--- src/design/bbs_pkg.sv ---
// Shared types, constants and helper functions of the binomial broadcast schedule block.
package bbs_pkg;

  // Largest rank count the block serves, and the cap that the 10-bit rank field allows.
  localparam int MAX_RANKS = 1024;
  localparam int N_CAP     = (MAX_RANKS < 1024) ? MAX_RANKS : 1024;

  localparam int RANK_W  = 10;
  localparam int COUNT_W = 11;
  localparam int ELEM_W  = 24;

  // Depth of the command queue between the front and the back.
  localparam int QDEPTH = 2;
  localparam int QPTR_W = 1;

  // Configuration register indexes.
  typedef enum logic [1:0] {
    REG_RANK_COUNT = 2'd0,
    REG_ROOT_RANK  = 2'd1,
    REG_CONTIG     = 2'd2,
    REG_ELEM_COUNT = 2'd3
  } cfg_reg_e;

  // Result action codes.
  typedef enum logic [1:0] {
    ACT_RECV    = 2'd0,
    ACT_SEND    = 2'd1,
    ACT_INVALID = 2'd2
  } action_e;

  // Buffer selection codes.
  typedef enum logic [1:0] {
    BUF_IN_PLACE   = 2'd0,
    BUF_PREV_RECV  = 2'd1,
    BUF_UNPACK_TMP = 2'd2
  } buf_e;

  // Class of a rank, as decided by the front.
  typedef enum logic [1:0] {
    CMD_INVALID = 2'd0,
    CMD_ROOT    = 2'd1,
    CMD_NONROOT = 2'd2
  } cmd_kind_e;

  typedef enum logic [1:0] {
    F_IDLE,
    F_SETUP,
    F_SEARCH,
    F_PUSH
  } front_state_e;

  typedef enum logic [1:0] {
    B_IDLE,
    B_INV,
    B_RECV,
    B_SEND
  } back_state_e;

  // Live configuration seen by the front.
  typedef struct packed {
    logic [COUNT_W-1:0] rank_count;
    logic [RANK_W-1:0]  root_rank;
    logic               contiguous_layout;
    logic [ELEM_W-1:0]  element_count;
  } cfg_t;

  // Work handed from the front to the back for one rank.
  typedef struct packed {
    cmd_kind_e          kind;
    logic [RANK_W-1:0]  recv_partner;
    logic               send_en;
    logic [RANK_W-1:0]  off;
    logic [COUNT_W-1:0] limit;
    logic [RANK_W-1:0]  stride;
    logic [RANK_W-1:0]  root;
    logic [COUNT_W-1:0] n;
    buf_e               buf_recv;
    buf_e               buf_send;
    logic [ELEM_W-1:0]  elems;
  } cmd_t;

  // One result item.
  typedef struct packed {
    action_e           action;
    logic [RANK_W-1:0] partner;
    buf_e              buf_kind;
    logic [ELEM_W-1:0] elems;
    logic              last;
  } res_t;

  // Smallest power of two that is not below n (n at least 1).
  function automatic logic [COUNT_W-1:0] next_pow2(input logic [COUNT_W-1:0] n);
    logic [COUNT_W-1:0] m;
    logic [COUNT_W-1:0] r;
    m = n - COUNT_W'(1);
    r = COUNT_W'(1);
    for (int i = 0; i < COUNT_W - 1; i++) begin
      if (m[i]) begin
        r = COUNT_W'(2) << i;
      end
    end
    return r;
  endfunction

  // (a + b) mod n where both a and b are below n.
  function automatic logic [RANK_W-1:0] mod_add(input logic [COUNT_W-1:0] a,
                                               input logic [COUNT_W-1:0] b,
                                               input logic [COUNT_W-1:0] n);
    logic [COUNT_W:0] sum;
    sum = {1'b0, a} + {1'b0, b};
    if (sum >= {1'b0, n}) begin
      sum = sum - {1'b0, n};
    end
    return sum[RANK_W-1:0];
  endfunction

endpackage

--- src/design/bbs_front.sv ---
// Front part: accepts a rank, classifies it and searches its parent window.
module bbs_front import bbs_pkg::*; (
  input  logic              clk_i,
  input  logic              rst_ni,
  input  logic              in_valid_i,
  output logic              in_ready_o,
  input  logic [RANK_W-1:0] in_rank_i,
  input  cfg_t              cfg_i,
  output logic              cmd_valid_o,
  output cmd_t              cmd_o,
  input  logic              cmd_ready_i
);

  front_state_e       state_q, state_d;
  logic [RANK_W-1:0]  me_q, me_d;
  logic [RANK_W-1:0]  off_q, off_d;
  logic [RANK_W-1:0]  start_q, start_d;
  logic [RANK_W-1:0]  size_q, size_d;
  logic [RANK_W-1:0]  split_q, split_d;
  logic [COUNT_W-1:0] n_q, n_d;
  cmd_t               cmd_q, cmd_d;

  logic [COUNT_W-1:0] n_eff;
  logic [COUNT_W-1:0] round_sz;
  logic [COUNT_W-1:0] off_full;
  logic [COUNT_W-1:0] stop_full;
  logic [COUNT_W-1:0] limit;
  logic [RANK_W-1:0]  start_nx;
  logic [RANK_W-1:0]  size_nx;
  logic               in_fire;
  logic               rank_bad;
  logic               is_root;
  logic               lone_root;
  logic               search_done;

  // Classification of the latched rank against the configuration.
  always_comb begin
    n_eff = (cfg_i.rank_count > COUNT_W'(N_CAP)) ? COUNT_W'(N_CAP) : cfg_i.rank_count;
    rank_bad  = ({1'b0, me_q} >= n_eff) || ({1'b0, cfg_i.root_rank} >= n_eff);
    is_root   = (me_q == cfg_i.root_rank);
    lone_root = is_root && (n_eff == COUNT_W'(1));
    round_sz  = next_pow2(n_eff);
    if (me_q >= cfg_i.root_rank) begin
      off_full = {1'b0, me_q} - {1'b0, cfg_i.root_rank};
    end else begin
      off_full = {1'b0, me_q} + n_eff - {1'b0, cfg_i.root_rank};
    end
  end

  // One window-halving step per cycle.
  always_comb begin
    search_done = (size_q == '0) || (off_q == split_q);
    start_nx    = (off_q > split_q) ? split_q : start_q;
    size_nx     = size_q >> 1;
    stop_full   = {1'b0, split_q} + {1'b0, size_q};
    limit       = (stop_full > n_q) ? n_q : stop_full;
  end

  assign in_fire = in_valid_i && in_ready_o;

  // Next state.
  always_comb begin
    state_d = state_q;
    unique case (state_q)
      F_IDLE: begin
        if (in_fire) state_d = F_SETUP;
      end
      F_SETUP: begin
        if (rank_bad) begin
          state_d = F_PUSH;
        end else if (lone_root) begin
          state_d = F_IDLE;
        end else if (is_root) begin
          state_d = F_PUSH;
        end else begin
          state_d = F_SEARCH;
        end
      end
      F_SEARCH: begin
        if (search_done) state_d = F_PUSH;
      end
      F_PUSH: begin
        if (cmd_ready_i) state_d = F_IDLE;
      end
      default: state_d = F_IDLE;
    endcase
  end

  // Datapath and handshake outputs.
  always_comb begin
    me_d        = me_q;
    off_d       = off_q;
    start_d     = start_q;
    size_d      = size_q;
    split_d     = split_q;
    n_d         = n_q;
    cmd_d       = cmd_q;
    in_ready_o  = 1'b0;
    cmd_valid_o = 1'b0;
    unique case (state_q)
      F_IDLE: begin
        // The input is always ready here, so a valid item is taken.
        in_ready_o = 1'b1;
        if (in_valid_i) me_d = in_rank_i;
      end
      F_SETUP: begin
        n_d                = n_eff;
        cmd_d.root         = cfg_i.root_rank;
        cmd_d.n            = n_eff;
        cmd_d.elems        = cfg_i.element_count;
        cmd_d.recv_partner = '0;
        cmd_d.send_en      = 1'b0;
        cmd_d.off          = '0;
        cmd_d.limit        = n_eff;
        cmd_d.stride       = round_sz[COUNT_W-1:1];
        cmd_d.buf_recv     = BUF_IN_PLACE;
        cmd_d.buf_send     = BUF_IN_PLACE;
        if (rank_bad) begin
          cmd_d.kind = CMD_INVALID;
        end else if (is_root) begin
          cmd_d.kind = CMD_ROOT;
        end else begin
          cmd_d.kind = CMD_NONROOT;
          off_d      = off_full[RANK_W-1:0];
          start_d    = '0;
          size_d     = round_sz[COUNT_W-1:1];
          split_d    = round_sz[COUNT_W-1:1];
        end
      end
      F_SEARCH: begin
        if (search_done) begin
          cmd_d.recv_partner = mod_add({1'b0, start_q}, {1'b0, cfg_i.root_rank}, n_q);
          cmd_d.off          = off_q;
          cmd_d.limit        = limit;
          cmd_d.stride       = size_q;
          cmd_d.send_en      = !off_q[0] && (({1'b0, off_q} + COUNT_W'(1)) < limit);
          cmd_d.buf_recv     = cfg_i.contiguous_layout ? BUF_IN_PLACE : BUF_UNPACK_TMP;
          cmd_d.buf_send     = cfg_i.contiguous_layout ? BUF_IN_PLACE : BUF_PREV_RECV;
        end else begin
          start_d = start_nx;
          size_d  = size_nx;
          split_d = start_nx + size_nx;
        end
      end
      F_PUSH: begin
        cmd_valid_o = 1'b1;
      end
      default: ;
    endcase
  end

  assign cmd_o = cmd_q;

  // Control state.
  always_ff @(posedge clk_i or negedge rst_ni) begin
    if (!rst_ni) begin
      state_q <= F_IDLE;
    end else begin
      state_q <= state_d;
    end
  end

  // Working registers.
  always_ff @(posedge clk_i) begin
    me_q    <= me_d;
    off_q   <= off_d;
    start_q <= start_d;
    size_q  <= size_d;
    split_q <= split_d;
    n_q     <= n_d;
    cmd_q   <= cmd_d;
  end

endmodule

--- src/design/bbs_fifo.sv ---
// Short command queue that decouples the front from the back.
module bbs_fifo import bbs_pkg::*; (
  input  logic clk_i,
  input  logic rst_ni,
  input  logic push_valid_i,
  output logic push_ready_o,
  input  cmd_t push_data_i,
  output logic pop_valid_o,
  input  logic pop_ready_i,
  output cmd_t pop_data_o
);

  cmd_t              mem_q [QDEPTH];
  logic [QPTR_W-1:0] wr_ptr_q, wr_ptr_d;
  logic [QPTR_W-1:0] rd_ptr_q, rd_ptr_d;
  logic [QPTR_W:0]   count_q, count_d;
  logic              push;
  logic              pop;

  assign push_ready_o = (count_q != (QPTR_W + 1)'(QDEPTH));
  assign pop_valid_o  = (count_q != '0);
  assign push         = push_valid_i && push_ready_o;
  assign pop          = pop_valid_o && pop_ready_i;
  assign pop_data_o   = mem_q[rd_ptr_q];

  // Pointer and fill-count updates.
  always_comb begin
    wr_ptr_d = push ? wr_ptr_q + QPTR_W'(1) : wr_ptr_q;
    rd_ptr_d = pop ? rd_ptr_q + QPTR_W'(1) : rd_ptr_q;
    count_d  = count_q;
    if (push && !pop) begin
      count_d = count_q + (QPTR_W + 1)'(1);
    end else if (pop && !push) begin
      count_d = count_q - (QPTR_W + 1)'(1);
    end
  end

  always_ff @(posedge clk_i or negedge rst_ni) begin
    if (!rst_ni) begin
      wr_ptr_q <= '0;
      rd_ptr_q <= '0;
      count_q  <= '0;
    end else begin
      wr_ptr_q <= wr_ptr_d;
      rd_ptr_q <= rd_ptr_d;
      count_q  <= count_d;
    end
  end

  // Entry storage.
  always_ff @(posedge clk_i) begin
    if (push) mem_q[wr_ptr_q] <= push_data_i;
  end

`ifndef SYNTHESIS
  a_count_bound: assert property (@(posedge clk_i) disable iff (!rst_ni)
    count_q <= (QPTR_W + 1)'(QDEPTH))
    else $error("Command queue fill count exceeds its depth.");

  a_count_grow: assert property (@(posedge clk_i) disable iff (!rst_ni)
    (push && !pop) |=> (count_q == $past(count_q) + (QPTR_W + 1)'(1)))
    else $error("Command queue fill count did not follow a push.");
`endif

endmodule

--- src/design/bbs_back.sv ---
// Back part: expands one command into receive and send results.
module bbs_back import bbs_pkg::*; (
  input  logic clk_i,
  input  logic rst_ni,
  input  logic cmd_valid_i,
  output logic cmd_ready_o,
  input  cmd_t cmd_i,
  output logic out_valid_o,
  input  logic out_ready_i,
  output res_t out_res_o
);

  back_state_e       state_q, state_d;
  cmd_t              cmd_q, cmd_d;
  logic [RANK_W-1:0] stride_q, stride_d;
  logic              out_valid_q, out_valid_d;
  res_t              res_q, res_d;

  logic [COUNT_W-1:0] child;
  logic               hit;
  logic               out_free;
  logic               advance;
  logic               emit;

  assign out_free = !out_valid_q || out_ready_i;
  assign child    = {1'b0, cmd_q.off} + {1'b0, stride_q};
  assign hit      = child < cmd_q.limit;
  assign advance  = !hit || out_free;

  // Next state.
  always_comb begin
    state_d = state_q;
    unique case (state_q)
      B_IDLE: begin
        if (cmd_valid_i) begin
          unique case (cmd_i.kind)
            CMD_INVALID: state_d = B_INV;
            CMD_ROOT:    state_d = B_SEND;
            CMD_NONROOT: state_d = B_RECV;
            default:     state_d = B_INV;
          endcase
        end
      end
      B_INV: begin
        if (out_free) state_d = B_IDLE;
      end
      B_RECV: begin
        if (out_free) state_d = cmd_q.send_en ? B_SEND : B_IDLE;
      end
      B_SEND: begin
        if (advance && (stride_q == RANK_W'(1))) state_d = B_IDLE;
      end
      default: state_d = B_IDLE;
    endcase
  end

  // Result formation and queue handshake.
  always_comb begin
    cmd_ready_o = 1'b0;
    emit        = 1'b0;
    cmd_d       = cmd_q;
    stride_d    = stride_q;
    res_d       = res_q;
    unique case (state_q)
      B_IDLE: begin
        // The queue is always popped here, so a valid command is taken.
        cmd_ready_o = 1'b1;
        if (cmd_valid_i) begin
          cmd_d    = cmd_i;
          stride_d = cmd_i.stride;
        end
      end
      B_INV: begin
        emit           = out_free;
        res_d.action   = ACT_INVALID;
        res_d.partner  = '0;
        res_d.buf_kind = BUF_IN_PLACE;
        res_d.elems    = '0;
        res_d.last     = 1'b1;
      end
      B_RECV: begin
        emit           = out_free;
        res_d.action   = ACT_RECV;
        res_d.partner  = cmd_q.recv_partner;
        res_d.buf_kind = cmd_q.buf_recv;
        res_d.elems    = cmd_q.elems;
        res_d.last     = !cmd_q.send_en;
      end
      B_SEND: begin
        // Strides whose child falls outside the window are skipped.
        emit           = hit && out_free;
        res_d.action   = ACT_SEND;
        res_d.partner  = mod_add(child, {1'b0, cmd_q.root}, cmd_q.n);
        res_d.buf_kind = cmd_q.buf_send;
        res_d.elems    = cmd_q.elems;
        res_d.last     = (stride_q == RANK_W'(1));
        if (advance) stride_d = stride_q >> 1;
      end
      default: ;
    endcase
  end

  // Output register valid flag.
  always_comb begin
    if (emit) begin
      out_valid_d = 1'b1;
    end else if (out_ready_i) begin
      out_valid_d = 1'b0;
    end else begin
      out_valid_d = out_valid_q;
    end
  end

  assign out_valid_o = out_valid_q;
  assign out_res_o   = res_q;

  always_ff @(posedge clk_i or negedge rst_ni) begin
    if (!rst_ni) begin
      state_q     <= B_IDLE;
      out_valid_q <= 1'b0;
    end else begin
      state_q     <= state_d;
      out_valid_q <= out_valid_d;
    end
  end

  always_ff @(posedge clk_i) begin
    cmd_q    <= cmd_d;
    stride_q <= stride_d;
    if (emit) res_q <= res_d;
  end

`ifndef SYNTHESIS
  a_stride_live: assert property (@(posedge clk_i) disable iff (!rst_ni)
    (state_q == B_SEND) |-> (stride_q != '0))
    else $error("Send walk reached a zero stride.");

  a_last_ends: assert property (@(posedge clk_i) disable iff (!rst_ni)
    (emit && res_d.last) |=> (state_q == B_IDLE))
    else $error("Back part kept working after the final result of a rank.");
`endif

endmodule

--- src/design/binomial_bcast_schedule.sv ---
// Top level of the binomial-tree broadcast schedule generator.
//
//   Channel  Direction  Handshake                    Payload
//   cfg      in         cfg_valid_i / cfg_ready_o    cfg_index_i, cfg_data_i
//   s_axis   in         s_axis_tvalid / tready       tdata: my_rank
//   m_axis   out        m_axis_tvalid / tready       tdata, tuser, tlast
//
// The front accepts a rank in F_IDLE and sets it up in F_SETUP; a non-root
// rank then takes one window-halving step per cycle (up to ten) until the
// search closes, and F_PUSH hands the command to the queue, holding while
// the queue is full; a lone root pushes no command. The back picks up a
// command in B_IDLE, then gives one result or skips one stride per cycle,
// holding a result while the output is stalled. The parent search loop sets
// the front's time, the stride walk the back's. A two-entry command queue
// lets the front search the next rank while the back still emits. Reset is
// asynchronous and active low, and restores the control state and the
// configuration defaults. The configuration port is always ready.
module binomial_bcast_schedule import bbs_pkg::*; (
  input  logic        clk_i,
  input  logic        rst_ni,
  // Configuration write channel.
  input  logic        cfg_valid_i,
  output logic        cfg_ready_o,
  input  logic [1:0]  cfg_index_i,
  input  logic [23:0] cfg_data_i,
  // Input stream.
  input  logic        s_axis_tvalid,
  output logic        s_axis_tready,
  input  logic [15:0] s_axis_tdata,  // [9:0] my_rank, [15:10] zero
  // Result stream.
  output logic        m_axis_tvalid,
  input  logic        m_axis_tready,
  output logic [39:0] m_axis_tdata,  // [9:0] partner_rank, [33:10] elements_moved, [39:34] zero
  output logic [3:0]  m_axis_tuser,  // [1:0] action_kind, [3:2] buffer_kind
  output logic        m_axis_tlast   // last_result
);

  cfg_t     cfg_q, cfg_d;
  cfg_reg_e cfg_sel;
  logic     cfg_fire;

  logic cmd_push_valid;
  logic cmd_push_ready;
  cmd_t cmd_push;
  logic cmd_pop_valid;
  logic cmd_pop_ready;
  cmd_t cmd_pop;
  res_t res;

  // Configuration registers.
  assign cfg_ready_o = 1'b1;
  assign cfg_fire    = cfg_valid_i && cfg_ready_o;
  assign cfg_sel     = cfg_reg_e'(cfg_index_i);

  always_comb begin
    cfg_d = cfg_q;
    if (cfg_fire) begin
      unique case (cfg_sel)
        REG_RANK_COUNT: cfg_d.rank_count        = cfg_data_i[COUNT_W-1:0];
        REG_ROOT_RANK:  cfg_d.root_rank         = cfg_data_i[RANK_W-1:0];
        REG_CONTIG:     cfg_d.contiguous_layout = cfg_data_i[0];
        REG_ELEM_COUNT: cfg_d.element_count     = cfg_data_i[ELEM_W-1:0];
        default:        ;
      endcase
    end
  end

  always_ff @(posedge clk_i or negedge rst_ni) begin
    if (!rst_ni) begin
      cfg_q.rank_count        <= COUNT_W'(1);
      cfg_q.root_rank         <= '0;
      cfg_q.contiguous_layout <= 1'b1;
      cfg_q.element_count     <= '0;
    end else begin
      cfg_q <= cfg_d;
    end
  end

  // Front: classification and parent search.
  bbs_front u_front (
    .clk_i       (clk_i),
    .rst_ni      (rst_ni),
    .in_valid_i  (s_axis_tvalid),
    .in_ready_o  (s_axis_tready),
    .in_rank_i   (s_axis_tdata[RANK_W-1:0]),
    .cfg_i       (cfg_q),
    .cmd_valid_o (cmd_push_valid),
    .cmd_o       (cmd_push),
    .cmd_ready_i (cmd_push_ready)
  );

  // Command queue.
  bbs_fifo u_fifo (
    .clk_i        (clk_i),
    .rst_ni       (rst_ni),
    .push_valid_i (cmd_push_valid),
    .push_ready_o (cmd_push_ready),
    .push_data_i  (cmd_push),
    .pop_valid_o  (cmd_pop_valid),
    .pop_ready_i  (cmd_pop_ready),
    .pop_data_o   (cmd_pop)
  );

  // Back: result emission.
  bbs_back u_back (
    .clk_i       (clk_i),
    .rst_ni      (rst_ni),
    .cmd_valid_i (cmd_pop_valid),
    .cmd_ready_o (cmd_pop_ready),
    .cmd_i       (cmd_pop),
    .out_valid_o (m_axis_tvalid),
    .out_ready_i (m_axis_tready),
    .out_res_o   (res)
  );

  // Result packing.
  assign m_axis_tdata = {6'd0, res.elems, res.partner};
  assign m_axis_tuser = {res.buf_kind, res.action};
  assign m_axis_tlast = res.last;

endmodule
--- config.mk ---
export PLATFORM = sky130hd
export DESIGN_NAME = binomial_bcast_schedule
export DESIGN_NICKNAME = d
export VERILOG_FILES = /design/src/design/bbs_pkg.sv /design/src/design/bbs_front.sv /design/src/design/bbs_fifo.sv /design/src/design/bbs_back.sv /design/src/design/binomial_bcast_schedule.sv
export SDC_FILE = /design/constraint.sdc
export NUM_CORES = 1
export LEC_CHECK = 0
export BUFFER_PORTS_ARGS = -buffer_cell sky130_fd_sc_hd__clkbuf_2
export CELL_PAD_IN_SITES_DETAIL_PLACEMENT = 0
export CELL_PAD_IN_SITES_GLOBAL_PLACEMENT = 1
export CORE_UTILIZATION = 35
export DETAILED_ROUTE_END_ITERATION = 7
export GPL_TIMING_DRIVEN = 0
export PLACE_DENSITY_LB_ADDON = 0.1
export SLEW_MARGIN = 10
export SYNTH_ARGS = -nofsm -noshare
export SYNTH_HDL_FRONTEND = slang
export SYNTH_SLANG_ARGS = --single-unit
--- constraint.sdc ---
create_clock -name clk_i -period 6.75 [get_ports clk_i]
set_input_delay 1.35 -clock clk_i [delete_from_list [all_inputs] [get_ports clk_i]]
set_output_delay 1.35 -clock clk_i [all_outputs]
set_load 0.1 [all_outputs]
==> metrics.md, run 1 <==
| Metric | Value |
|---|---|
| Crit path max fanout | 10 |
| Cell count after synthesis | about 1800 |
| Critical path capture point type | register |
| YS warnings | 0 |
| Starting DRC count in detailed routing | about 720 |
| ANT nets after route | 0 |
| Avg Cell Area, Syn | about 14 sq um |
| Clk_lat worst skew | a little over 0.6 ns |
| Setup bufs post-CTS | 0 |
| Vias in the first global route | about 15000 |
| GPL Wtd Cong | approximately 0.83 |
| Post-synth top cells | 447 x edfxtp_1, 169 x ha_1, 133 x mux2_2 |
| Tot GR Track Use | roughly 17% |
| Crit path kind | register to register |
| Share of cells above drive strength 1 | ~17% |
| DR DRC count | 0 |
| CTS tree | yes |
| Fillers | 6510 |
| Initial antenna violation count | 2 |
| Synth area leader | edfxtp_1 |
| Io pins | 95 |
| Vias/cell | approximately 4.9 |
| Final Hold Fails | 0 |
| Initial Util | ~35% |
| Count leader, synth | edfxtp_1 |
| Number of flops mapped to enable cells by yosys | 447 |
| Critical Path Start Type | register |
| Hold_ws | between 0.4 and 0.5 ns |
| Critical Path AT | ~5.6 ns |
| Critical Path, Cell by Cell | ha_1 -> fa_1 -> a21o_1 -> a21oi_1 -> xnor2_1 -> ha_1 -> a21oi_1 -> nor2b_1 -> a31o_2 -> o41ai_1 -> xnor2_1 -> ha_1 -> nand3_1 -> nor2_1 -> o21ai_0 -> a31oi_1 -> a211oi_4 -> buf_4 -> nand3_1 -> o311ai_0 |
| Drt pass-1 iters | 5 |
| Final HPWL DP | between 40 and 50 mm |
| Root Driver | clkbuf_16 |
| Final cycle utilization of the critical path | between 70% and 80% |
| Final setup violation count | 0 |
| Most area-consuming cells after synthesis | edfxtp_1 55%, ha_1 8.7%, mux2_2 6.1%, dfrtp_1 5.4%, xnor2_1 1.9% |
| Number of CTS-inserted buffers | 55 |
| Seq/Total Area, Yosys | between 60% and 70% |
| Core area | roughly 69000 sq um |
| Worst Hold Class | register to register |
| Maxcap violations | 0 |
| WL/cell | 20.79 um |
| Status | complete, no violations |
| Crit path required time | between 7 and 8 ns |
| H-tree levels | 2 |
| Minimum clock period | 5.280 ns |
| Finished Layout Cells | 2920 |
| Least-Margin Pin Slew | between 1 and 1.5 ns |
| Synth async-reset ratio | 10.96% |
| Hold_buf cts | 0 |
| RSZ-0062 raised after global routing | no |
| First-pass GRT wire length | about 92 mm |
| Max clock buf depth | 3 |
| Vias | 14230 |
| # port buffers | 81 |
| Post-CTS sizing | 0 |
| Worst path slowest cell | a211oi_4 |
| Synth top area share | 55.11% |
| Largest net degree at the start of global routing | 56 |
| DP Cell Count | approximately 2800 |
| Ant diodes | 0 |
| Nets | about 2200 |
| Area grow syn2layout | 14.92% |
| Clk sink count | roughly 500 |
| Synthesized cell area | 24360 sq um |
| Clock slew at reported path FFs | roughly 0.060 ns |
| Post-synth top flop | edfxtp_1 |
| Fmax | about 190 MHz |
| Worst Skew | 0.01976 ns |
| Routed wire length | about 61 mm |
| Netlist cell types | 73 |
| Row count | 96 |
| GR Overflow Total | 0 |
| Fin. max-slew vios | 0 |
| Number of synthesized register bits | roughly 500 |
| Max-slew headroom | a little under a third |
| Die Ht | roughly 270 um |
| CP most frequent cell | ha_1 |
| Die W | between 200 and 300 um |
| Max incr delay on CP | 0.49 ns |
| Die Footprint | roughly 70000 sq um |
[layer usage]
metal / GRT usage, % / vias up / share of wire (%)
met5: 0 / - / 0
met4: 4.101 / 0 / 1.7
met3: 2.311 / 64 / 3.2
met2: 29.67 / 195 / 48
met1: 23.67 / 7066 / 47
li1: - / 6905 / -
[critical path, delay by kind of cell, from the launching register on]
kind	cells	cell delay, ns
buffers and inverters	1	0.28
AND/OR/NAND/NOR	4	0.30
adder cells (fa/ha/maj)	4	1.43
AO/OA/AOI/OAI	9	2.22
XOR/XNOR	2	0.40
flip-flops	1	0.39
[registers in the layout, indices dropped and copies added (netlist names), 11 cells and up, named ones only]
| signal | flops |
|---|---|
| cfg_q | 46 |
| u_back.cmd_q | 78 |
| u_back.out_res_o | 39 |
| u_fifo.mem_q | 180 |
| u_front.cmd_o | 79 |
| u_front.n_q | 11 |
[cells in the final DEF (no fill, tap or decap), drive strengths merged, types with 54 or more instances in the layout]
cell type	count
clkbuf	189
inv	125
edfxtp	447
nand2	105
xnor2	54
a21oi	73
nor2	79
mux2	133
ha	169
o21ai	99
[cell type report]
class	count	area, sq um	area share (%)
multi-input cells	1123	8946	31.96
plain buffers	45	203.9	0.7286
repair buffers	92	641.9	2.293
flip-flops and latches	502	14800	52.88
inverters	123	464.2	1.658
clock buffers	83	1541	5.507
clock inverters	21	226.5	0.8091
well taps	931	1165	4.162
[kinds of logic after synthesis]
family                   share of synthesized area [%]
adder cells (fa/ha/maj)                          10.08
multiplexers                                     7.588
AO/OA/AOI/OAI                                    8.394
AND/OR/NAND/NOR                                  7.562
flip-flops                                       60.77
XOR/XNOR                                         2.841
other                                          0.03083
buffers and inverters                            2.733
[worst paths after layout]
kind                                              start                        endpoint  slack [ns]  cells past startpoint
setup / recovery           u_back.stride_q[0]$_DFFE_PP_  u_back.out_res_o[29]$_DFFE_PP_        1.47                     20
hold / removal                    cfg_q[20]$_DFFE_PN0P_     u_front.cmd_o[20]$_DFFE_PP_        0.43                      0
setup reg to reg           u_back.stride_q[0]$_DFFE_PP_  u_back.out_res_o[29]$_DFFE_PP_        1.47                     20
hold reg to reg                   cfg_q[20]$_DFFE_PN0P_     u_front.cmd_o[20]$_DFFE_PP_        0.43                      0
max in group asynchronous                        rst_ni           cfg_q[24]$_DFFE_PN1P_        5.47                      2
min in group asynchronous                        rst_ni           cfg_q[17]$_DFFE_PN0P_        0.69                      1
[per-stage QoR]
| stage | worst slack [ns] | cell area, sq um | util [%] | setup TNS, ns |
|---|---|---|---|---|
| after floorplan | 1.403 | 24370 | - | 0 |
| after global placement | -2.146 | 25940 | 37.76 | -190.84 |
| after detailed placement | 1.499 | 26220 | 38.17 | 0 |
| after CTS | 1.473 | 27990 | 40.74 | 0 |
| after global routing | 1.072 | 27990 | 40.74 | 0 |
| final | 1.470 | 27990 | 40.74 | 0 |
Power of run 1 is not shown: default switching activity piles up to over one toggle a cycle in this logic, so the estimate is an artifact.
==> inputs of run 2 (changes only) <==
clock period = 5.5 ns   (was 6.75 ns; I/O delays follow)
==> run 2 against run 1 <==
Compared with the run above: global-route usage stayed put; largest cell class unchanged; maximum frequency is 1.7% higher; routed wire length hardly changed; critical path depth stayed put; setup slack worse by 1.2 ns; critical path type unchanged.
==> metrics.md, run 2 (synthesized netlist as in run 1, its figures left out) <==
| Metric | Value |
|---|---|
| Die Ht | 265.8 um (unchanged) |
| Clk_lat worst skew | 0.61 ns (about the same) |
| Final cycle utilization of the critical path | 94.39% (+16 points) |
| Top reg by flops | u_fifo.mem_q |
| WL/cell | 20.77 um (about the same) |
| First-pass GRT wire length | 92.13 mm (unchanged) |
| Share of cells above drive strength 1 | 17.62% (+0.28 points) |
| Tot GR Track Use | 17.48% (unchanged) |
| Fmax | 192.6 MHz (+1.7%) |
| Core area | 68710 sq um (unchanged) |
| Routed wire length | 60.70 mm (about the same) |
| Root Driver | clkbuf_16 |
| Final HPWL DP | 45.74 mm (unchanged) |
| R2R setup slack | 0.31 ns (-1.16 ns) |
| Worst path slowest cell | o311ai_0 |
| Crit path kind | register to register |
| Row count | 96 (unchanged) |
| Worst Skew | 0.01604 ns (-0.003725 ns) |
| Final setup margin | 0.3083 ns (-1.161 ns) |
| # port buffers | 81 (unchanged) |
| Largest net degree at the start of global routing | 56 (unchanged) |
| Vias | 14260 (+0.24%) |
| Final setup violation count | 0 (unchanged) |
| Nets | 2178 (+0.14%) |
| Worst Path Buf+Inv | 2 (+1) |
| Initial Util | 35.45% (unchanged) |
| Starting DRC count in detailed routing | 791 (+9.3%) |
| Crit path required time | 5.84 ns (-1.25 ns) |
| Worst Hold Class | register to register |
| H-tree levels | 2 (unchanged) |
| Final Hold Fails | 0 (unchanged) |
| Die W | 265.8 um (unchanged) |
| Max FFs per register | 180 (unchanged) |
| Vias in the first global route | 14650 (unchanged) |
| Minimum clock period | 5.192 ns (-0.08870 ns) |
| GR Overflow Total | 0 (unchanged) |
| Drt pass-1 iters | 5 (unchanged) |
| Max incr delay on CP | 0.49 ns (about the same) |
| Status | complete, no violations |
| Commonest non-fill, non-tap cell in the layout | edfxtp_1 |
| GPL Wtd Cong | 0.8263 (unchanged) |
| Least-Margin Pin Slew | 1.011 ns (-0.01642 ns) |
| Max-slew headroom | 32.09% (+1.1 points) |
| Area grow syn2layout | 15.11% |
| Io pins | 95 (unchanged) |
| Critical Path AT | 5.53 ns (-0.10 ns) |
| Vias/cell | 4.880 (+0.14%) |
| Crit path max fanout | 6 (-4) |
| Largest delay share family, worst path | compound AO/OA/AOI/OAI gates |
| Critical path capture point type | register |
| Pre-CTS WS | 0.2488 ns (-1.250 ns) |
| Critical Path, Cell by Cell | ha_1 -> fa_1 -> a21o_1 -> a21oi_1 -> xnor2_1 -> ha_1 -> a21oi_1 -> nor2b_1 -> a31o_2 -> o41ai_2 -> xnor2_1 -> ha_1 -> nand3_1 -> nor2_1 -> o21ai_0 -> a31oi_1 -> a211oi_4 -> buf_4 -> buf_4 -> o311ai_0 |
| Max clock buf depth | 3 (unchanged) |
| Number of CTS-inserted buffers | 55 (unchanged) |
| CP most frequent cell | ha_1 |
| CTS tree | yes |
| Most frequent cells in the layout | 447 x edfxtp_1, 169 x ha_1, 133 x mux2_2 |
| ANT nets after route | 0 (unchanged) |
| Maxcap violations | 0 (unchanged) |
| Critical Path Start Type | register |
| Initial antenna violation count | 2 (unchanged) |
| Clk sink count | 502 (unchanged) |
| Min-delay src | cfg_q[20]$_DFFE_PN0P_ |
| Hold_buf cts | 0 (unchanged) |
| Fin. max-slew vios | 0 (unchanged) |
| Clock slew at reported path FFs | 0.06 ns (about the same) |
| Ant diodes | 0 (unchanged) |
| Crit path from | u_back.stride_q[0]$_DFFE_PP_ |
| DR DRC count | 0 (unchanged) |
| Reg-to-Reg Start | u_back.stride_q[0]$_DFFE_PP_ |
| Die Footprint | 70650 sq um (unchanged) |
[run 2: cell count changes in the layout (fill, tap and decap cells not counted)]
cell / before / now
buf_4: 8 / 11
buf_2: 4 / 3
o41ai_2: 1 / 2
buf_6: 1 / 2
a21oi_1: 73 / 72
o41ai_1: 2 / 1
a21oi_2: 0 / 1
a31oi_2: 1 / 2
a31oi_1: 10 / 9
[run 2: layer usage]
layer	wire length, um	GRT usage, %
met1	28470	23.67
met2	29390	29.67
met3	1792	2.311
met4	1046	4.101
met5	0	0
[run 2: final cells by class]
type,count,area [sq um]
plain buffers,45,210.2
flip-flops and latches,502,14800
inverters,123,464.2
multi-input cells,1123,8964
well taps,931,1165
repair buffers,95,664.4
fillers,6503,40670
clock inverters,21,226.5
clock buffers,83,1541
[run 2: timing repair]
| item | in CTS | in global routing |
|---|---|---|
| gates resized for setup | 0 | 6 |
| setup endpoints to repair | 0 | 10 |
| buffers inserted | 0 | 3 |
[run 2: final timing paths]
kind                                                   to  depth (start not counted)
setup / recovery           u_back.out_res_o[29]$_DFFE_PP_                         20
hold / removal                u_front.cmd_o[20]$_DFFE_PP_                          0
setup reg to reg           u_back.out_res_o[29]$_DFFE_PP_                         20
hold reg to reg               u_front.cmd_o[20]$_DFFE_PP_                          0
max in group asynchronous           cfg_q[24]$_DFFE_PN1P_                          2
min in group asynchronous           cfg_q[17]$_DFFE_PN0P_                          1
[run 2: metrics by stage]
| step | std cells | TNS [ns] | instance area (sq um) | utilization (%) | hold slack [ns] |
|---|---|---|---|---|---|
| after floorplan | 1793 | 0 | 24370 | - | 0.4194 |
| after global placement | 2805 | -371.80 | 25940 | 37.76 | 0.4228 |
| after detailed placement | 2816 | 0 | 26220 | 38.17 | 0.4277 |
| after CTS | 2920 | 0 | 27990 | 40.74 | 0.4067 |
| after global routing | 2923 | -0.001481 | 28040 | 40.81 | 0.4257 |
| final | 2923 | 0 | 28040 | 40.81 | 0.4340 |
Power of run 2 is left out for the same reason.
